### config.mk
export PLATFORM = sky130hd
export DESIGN_NAME = hfws_ctrl
export DESIGN_NICKNAME = d
export VERILOG_FILES = /design/src/rtl/hfws_pkg.sv /design/src/rtl/hfws_ctrl.sv
export SDC_FILE = /design/constraint.sdc
export NUM_CORES = 1
export LEC_CHECK = 0
export BUFFER_PORTS_ARGS = -buffer_cell sky130_fd_sc_hd__buf_2
export CORE_AREA = 4 4 50 52
export DETAILED_ROUTE_END_ITERATION = 10
export DIE_AREA = 0 0 54 56
export GPL_TIMING_DRIVEN = 0
export MAX_ROUTING_LAYER = met4
export PLACE_DENSITY = 0.81
export SYNTH_ARGS = -nofsm -noshare
export SYNTH_HDL_FRONTEND = slang
export SYNTH_SLANG_ARGS = --single-unit
### constraint.sdc
create_clock -name clk -period 2.3 [get_ports clk]
set_input_delay 0.23 -clock clk [delete_from_list [all_inputs] [get_ports clk]]
set_output_delay 0.23 -clock clk [all_outputs]
set_load 0.1 [all_outputs]
### src/rtl/hfws_pkg.sv
// Shared types, constants and fixed-point helpers for the water grid block.
package hfws_pkg;

  localparam int GridW = 256;
  localparam int GridH = 256;
  localparam int FracBits = 16;
  localparam int XW = $clog2(GridW);
  localparam int YW = $clog2(GridH);
  localparam int AW = XW + YW;
  localparam int Cells = GridW * GridH;

  localparam logic [31:0] OneFx = 32'(1) << FracBits;
  localparam logic [31:0] RestFx = 32'(100) << FracBits;

  typedef enum logic [1:0] {
    KIND_SPLASH = 2'd0,
    KIND_TICK = 2'd1,
    KIND_SAMPLE = 2'd2,
    KIND_NONE = 2'd3
  } kind_t;

  typedef enum logic [1:0] {
    REG_TENSION = 2'd0,
    REG_DAMPING = 2'd1,
    REG_SPREAD = 2'd2,
    REG_PASSES = 2'd3
  } reg_idx_t;

  // Datapath operation codes issued by the controller
  typedef enum logic [3:0] {
    OP_IDLE = 4'd0,
    OP_CLEAR = 4'd1,
    OP_SPLASH = 4'd2,
    OP_SPRING = 4'd3,
    OP_COPY = 4'd4,
    OP_COUPLE = 4'd5,
    OP_SAMPLE = 4'd6
  } op_t;

  typedef struct packed {
    op_t op;
    logic start;
  } cmd_t;

  typedef struct packed {
    logic done;
  } sts_t;

  // Truncating fixed-point product of two 32-bit words
  function automatic logic [31:0] fmul(input logic [31:0] a, input logic [31:0] b);
    logic signed [63:0] p;
    p = $signed(a) * $signed(b);
    return p[FracBits +: 32];
  endfunction

endpackage

### src/rtl/hfws_ctrl.sv
// Controller: sequences item handling and hands commands to the datapath.
module hfws_ctrl (
  input  logic              clk,
  input  logic              rst,
  input  logic              in_fire,
  input  logic [1:0]        in_kind,
  input  logic [4:0]        pass_count,
  input  logic              out_busy,
  input  hfws_pkg::sts_t    sts,
  output hfws_pkg::cmd_t    cmd,
  output logic              idle,
  output logic              finish
);

  typedef enum logic [5:0] {
    S_CLEAR = 6'b000001,
    S_IDLE = 6'b000010,
    S_RUN = 6'b000100,
    S_COPY = 6'b001000,
    S_COUPLE = 6'b010000,
    S_DONE = 6'b100000
  } state_t;

  state_t state, state_next;
  logic [4:0] passes, passes_next;
  hfws_pkg::op_t op, op_next;
  logic start_next, start;

  // Advance state
  always_ff @(posedge clk) begin
    if (rst) begin
      state <= S_CLEAR;
      passes <= '0;
      op <= hfws_pkg::OP_CLEAR;
      start <= 1'b1;
    end else begin
      state <= state_next;
      passes <= passes_next;
      op <= op_next;
      start <= start_next;
    end
  end

  always_comb begin
    state_next = state;
    passes_next = passes;
    op_next = op;
    start_next = 1'b0;
    case (state)
      S_CLEAR: begin
        if (sts.done) begin
          state_next = S_IDLE;
        end
      end
      S_IDLE: begin
        if (in_fire) begin
          state_next = S_RUN;
          start_next = 1'b1;
          passes_next = pass_count;
          case (in_kind)
            hfws_pkg::KIND_SPLASH: op_next = hfws_pkg::OP_SPLASH;
            hfws_pkg::KIND_TICK: op_next = hfws_pkg::OP_SPRING;
            hfws_pkg::KIND_SAMPLE: op_next = hfws_pkg::OP_SAMPLE;
            default: op_next = hfws_pkg::OP_IDLE;
          endcase
        end
      end
      S_RUN: begin
        if (sts.done) begin
          if (op == hfws_pkg::OP_SPRING && passes != '0) begin
            state_next = S_COPY;
            op_next = hfws_pkg::OP_COPY;
            start_next = 1'b1;
          end else begin
            state_next = S_DONE;
          end
        end
      end
      S_COPY: begin
        if (sts.done) begin
          state_next = S_COUPLE;
          op_next = hfws_pkg::OP_COUPLE;
          start_next = 1'b1;
        end
      end
      S_COUPLE: begin
        if (sts.done) begin
          passes_next = passes - 5'd1;
          if (passes == 5'd1) begin
            state_next = S_DONE;
          end else begin
            state_next = S_COPY;
            op_next = hfws_pkg::OP_COPY;
            start_next = 1'b1;
          end
        end
      end
      S_DONE: begin
        if (!out_busy) begin
          state_next = S_IDLE;
        end
      end
      default: state_next = S_IDLE;
    endcase
  end

  assign cmd.op = op;
  assign cmd.start = start;
  assign idle = (state == S_IDLE);
  assign finish = (state == S_DONE) && !out_busy;

  a_onehot: assert property (@(posedge clk) disable iff (rst) $onehot(state))
    else $error("state not one-hot");
  a_fire_idle: assert property (@(posedge clk) disable iff (rst)
    in_fire |-> state == S_IDLE) else $error("accept while busy");
  a_start: assert property (@(posedge clk) disable iff (rst)
    in_fire |=> start) else $error("no start after accept");

endmodule

Yosys cells after proc, flatten, opt, wreduce, memory -nomap -nowiden
Cells that the tools add are included.
Widths: inputs -> output; s select.
{"block": "totals", "reg_bits": 16, "input_bits": 12, "output_inout_bits": 7, "elab_cells": 60}
{"block": "op_classes", "n_addsub": 1, "eq_ne": 18, "n_mux": 27, "n_reduce_logical": 10}
{"op": "$mux 6", "n": 8}
{"op": "$pmux 6 s6", "n": 1}
{"op": "$mux 4", "n": 6}
{"op": "$ne 2x2->1 const B", "n": 8}
{"op": "$pmux 4 s4", "n": 1}
{"op": "$mux 5", "n": 2}
{"op": "$pmux 5 s2", "n": 1}
{"op": "$pmux 3 s3", "n": 1}
{"op": "$reduce_and 7->1", "n": 1}
{"op": "$eq 6x1->1 const B", "n": 1}
{"op": "$eq 6x2->1 const B", "n": 1}
{"op": "$eq 6x3->1 const B", "n": 1}
{"op": "$eq 6x4->1 const B", "n": 1}
{"op": "$eq 6x5->1 const B", "n": 1}
{"op": "$eq 6x6->1 const B", "n": 1}
{"op": "$mux 1", "n": 6}
{"op": "$reduce_and 6->1", "n": 1}
{"op": "$eq 5x1->1 const B", "n": 1}
{"op": "$reduce_bool 5->1", "n": 1}
{"op": "$sub 5x1->5 const B", "n": 1}
{"op": "$eq 4x2->1 const B", "n": 1}
{"op": "$pmux 1 s4", "n": 1}
{"op": "$reduce_bool 4->1", "n": 1}
{"op": "$reduce_and 3->1", "n": 1}
{"op": "other kinds (6)", "n": 7}

Depth between registers and ports, before layout
{"block": "logic_depth", "depth_word": 5, "depth_mapped": 7, "depth_no_buf": 7}

Least setup slack after synthesis
No wires, ideal clock.
{"block": "synth_timing", "kind": "reg2reg", "from": "register op[1]", "to": "register op[2]", "setup_time_ns": 0.091, "arrival_ns": 1.862, "path_slack_ns": 0.347, "stages_incl_launch_ff": 6, "period_less_slack_ns": 1.953, "cell_sequence": "dfxtp_1 nand2_1 a211oi_1 a22o_1 a211oi_1 a311oi_1"}
{"block": "synth_between", "elab_chain_len": 4}
{"element": "from (decl)", "line_no": "hfws_ctrl.sv:26", "rtl": "hfws_pkg::op_t op, op_next;"}
{"element": "from (signal assigned)", "line_no": "hfws_ctrl.sv:34", "rtl": "op <= hfws_pkg::OP_CLEAR;"}
{"element": "from (signal assigned)", "line_no": "hfws_ctrl.sv:39", "rtl": "op <= op_next;"}
{"element": "$eq 4x2->1", "line_no": "hfws_ctrl.sv:70", "rtl": "if (op == hfws_pkg::OP_SPRING && passes != '0) begin"}
{"element": "$logic_and 1x1->1", "line_no": "hfws_ctrl.sv:70"}
{"element": "$ne 2x2->1 (no line)"}
{"element": "$reduce_and 7->1 (no line)"}
Every way passes these cells.
A chain may end at the register's enable or synchronous reset.

Final worst setup path
{"block": "layout_timing", "from": "register state[4]", "to": "output port finish"}
{"block": "layout_between", "elab_chain_len": 2}
{"element": "from (decl)", "line_no": "hfws_ctrl.sv:24", "rtl": "state_t state, state_next;"}
{"element": "from (signal assigned)", "line_no": "hfws_ctrl.sv:37", "rtl": "state <= state_next;"}
{"element": "$eq 6x6->1", "line_no": "hfws_ctrl.sv:110", "rtl": "assign finish = (state == S_DONE) && !out_busy;"}
{"element": "$logic_and 1x1->1", "line_no": "hfws_ctrl.sv:110"}
{"element": "to (decl)", "line_no": "hfws_ctrl.sv:12", "rtl": "output logic finish"}
Every way passes these cells.

==> summary.txt <==
fraction of layout cells with a size suffix above 1: 21.7%
Setup Viol. Count Final: 0
# nets final: 159
critical path class: reg -> out
syn avg cell area: 8.06 µm²
switching part of the total: 34.0%
IR Drop Worst-Case VDD: 245 µV
initial antenna violation count: 0
leakage: 0.449 nW
Max Fclk: 475 MHz
crit path cell chain: buf_2 > nor4_2 > and4bb_2 > buf_2
outcome: completed
Cell Area, Synth: 991 µm²
Worst EP required: 2070 ps
post-place setup slack: 473 ps
ANT cells: 0
WL final: 2210 µm
Synth top area share: 30.3%
commonest cells after routing, fill and taps aside: 19 x buf_2, 15 x dfxtp_1, 11 x nand2_1
final setup margin: 194 ps
P&R area growth vs syn: 14.3%
crit path launch type: flip-flop
fin crit share: 91.5%
Arr. time, crit path: 1880 ps
boundary pin count: 19
Final min period: 2110 ps
cell taking the most area after synthesis: dfxtp_1
clk root buf: clkbuf_4
Initial DRT Pass Iterations: 4
commonest non-fill, non-tap cell in the layout: buf_2
largest fanout on the critical path: 9
pin count of the biggest net entering global routing: 11
cts bufs inserted: 3
Routed wire per std cell: 12.9 µm
Synth area leaders: dfxtp_1 30%, o21ai_0 5.1%, nand2_1 4.2%
Core Area: 2110 µm²
total power: 0.591 mW
vias in the first global route: 881
row cnt: 17
Synth Flop Type: dfxtp_1
RSZ-0062 raised after global routing: no
final setup TNS: 0 ps
GRT Resource Usage Total: 16.7%
Initial Utilization: 47.1%
Worst-Margin Slew: 510 ps
Max Cap Violations: 0
die area: 3020 µm²
cells after synthesis: 123
Clock Pin Slew Worst Setup and Hold Paths: 90 ps
vias: 968
# Post-CTS Setup Buffers: 0
Die Span X: 54 µm
H-tree depth: 1
Synth Register Bits: 15
routability cong.: 0.892
Clk Latency, worst-skew pair: 280 ps
PwrDens: 522 nW/µm²
# hold bufs at CTS: 0
Sink Count: 15
Fin. Hold Viols: 0
sequential-to-total area share from yosys stat: 30.3%
total gr overflow: 0
cell repeated most along the worst path: buf_2
share of power burned in registers: 48.4%
Via-to-Cell Ratio: 5.66
Max Slew Vio Count: 0
post-CTS sizing: 0
placed wire-length estimate: 1680 µm
die height: 56 µm
synth warn: 0
worst clock skew: 3.19 ps
worst hold path class: in -> reg
Netlist cell types: 48
Rel. slew slack: 66.0%
Port Buffers: 16
clock group share of total power: 26.0%
first-pass GRT wire length: 3710 µm
Internal: 0.390 mW
Syn Nets: 138
ys async rst share: 0%
DR DRC count: 0
sw power: 0.201 mW
antenna viol nets, final: 0
TritonCTS clock tree: done
combinational power share: 25.6%
max incr delay on CP: 430 ps
Post-synth EDFFs: 0
Longest Clk Path Bufs: 2
crit end category: output pin
1st-iter DRT viols: 10
Worst path slowest cell: nor4_2
==> per-stage QoR <==
| step | cell area, µm² | util (%) | hold WS, ps | cells |
|---|---|---|---|---|
| floorplan | 991 | - | 404 | 123 |
| global placement | 1110 | 52.5 | 479 | 167 |
| detailed placement | 1110 | 52.5 | 492 | 167 |
| CTS | 1130 | 53.8 | 240 | 171 |
| global route | 1130 | 53.8 | 236 | 171 |
| finish | 1130 | 53.8 | 242 | 171 |
==> cell families (layout without fill, tap and decap cells) <==
family / count (synthesis) / after routing / share of synthesized area (%)
AND/OR/NAND/NOR: 48 / 48 / 29.0
AO/OA/AOI/OAI: 40 / 40 / 27.3
flip-flops: 15 / 15 / 30.3
buffers and inverters: 14 / 34 / 7.20
adder cells (fa/ha/maj): 3 / 3 / 3.79
other: 1 / 1 / 0.378
XOR/XNOR: 1 / 1 / 0.884
multiplexers: 1 / 1 / 1.14
==> synth_stat cells (all sizes together) (3+ instances only) <==
library cell,number
nor3,4
o21ai,11
a21oi,8
ha,3
nand3,4
nand2,11
nor2,9
buf,7
dfxtp,15
a211oi,4
nand2b,4
a21o,3
nor4,3
inv,5
==> state kept, by name (all words and copies together), names as in the netlist <==
signal and flops:
state 6, passes 5, start 1, op 3
==> per-layer routing <==
layer / global-route usage (%) / vias to the layer above / wire length [µm]
li1: - / 492 / -
met1: 21.2 / 449 / 1000
met5: - / - / 0
met3: 4.29 / 4 / 101
met4: 7.83 / 0 / 33
met2: 24.4 / 23 / 1080
==> worst max-delay path: cells and delay by family (launching register included) <==
| family | cells | cell delay (ps) |
|---|---|---|
| DFF | 1 | 300 |
| buffers and inverters | 2 | 590 |
| and+or+nand+nor | 2 | 700 |
==> power groups by stage <==
stage          clock [mW]  combinational [mW]  sequential [mW]
6_report            0.154               0.151            0.286
5_1_grt             0.169               0.164            0.288
4_1_cts             0.156               0.151            0.286
3_5_place_dp            0               0.151            0.292
3_3_place_gp            0               0.148            0.291
2_1_floorplan           0               0.101            0.307
==> cell type report <==
type | instances | area, µm²
Fill cell | 197 | 973
Multi-Input combinational cell | 94 | 619
Sequential cell | 15 | 300
Timing Repair Buffer | 16 | 80.1
Buffer | 9 | 52.6
Tap cell | 28 | 35.0
Clock buffer | 4 | 26.3
Inverter | 5 | 18.8
==> path summary, 6_finish.rpt <==
check / startpoint / endpoint / slack, ps / cells past startpoint
worst min register to register: op[1] / op[1] / 500 / 2
worst min-delay path: in_kind[1] / op[2] / 240 / 3
worst max-delay path: state[4] / finish / 190 / 4
worst max register to register: state[0] / op[2] / 420 / 5
Note: power is estimated with default switching activity, not from simulation.
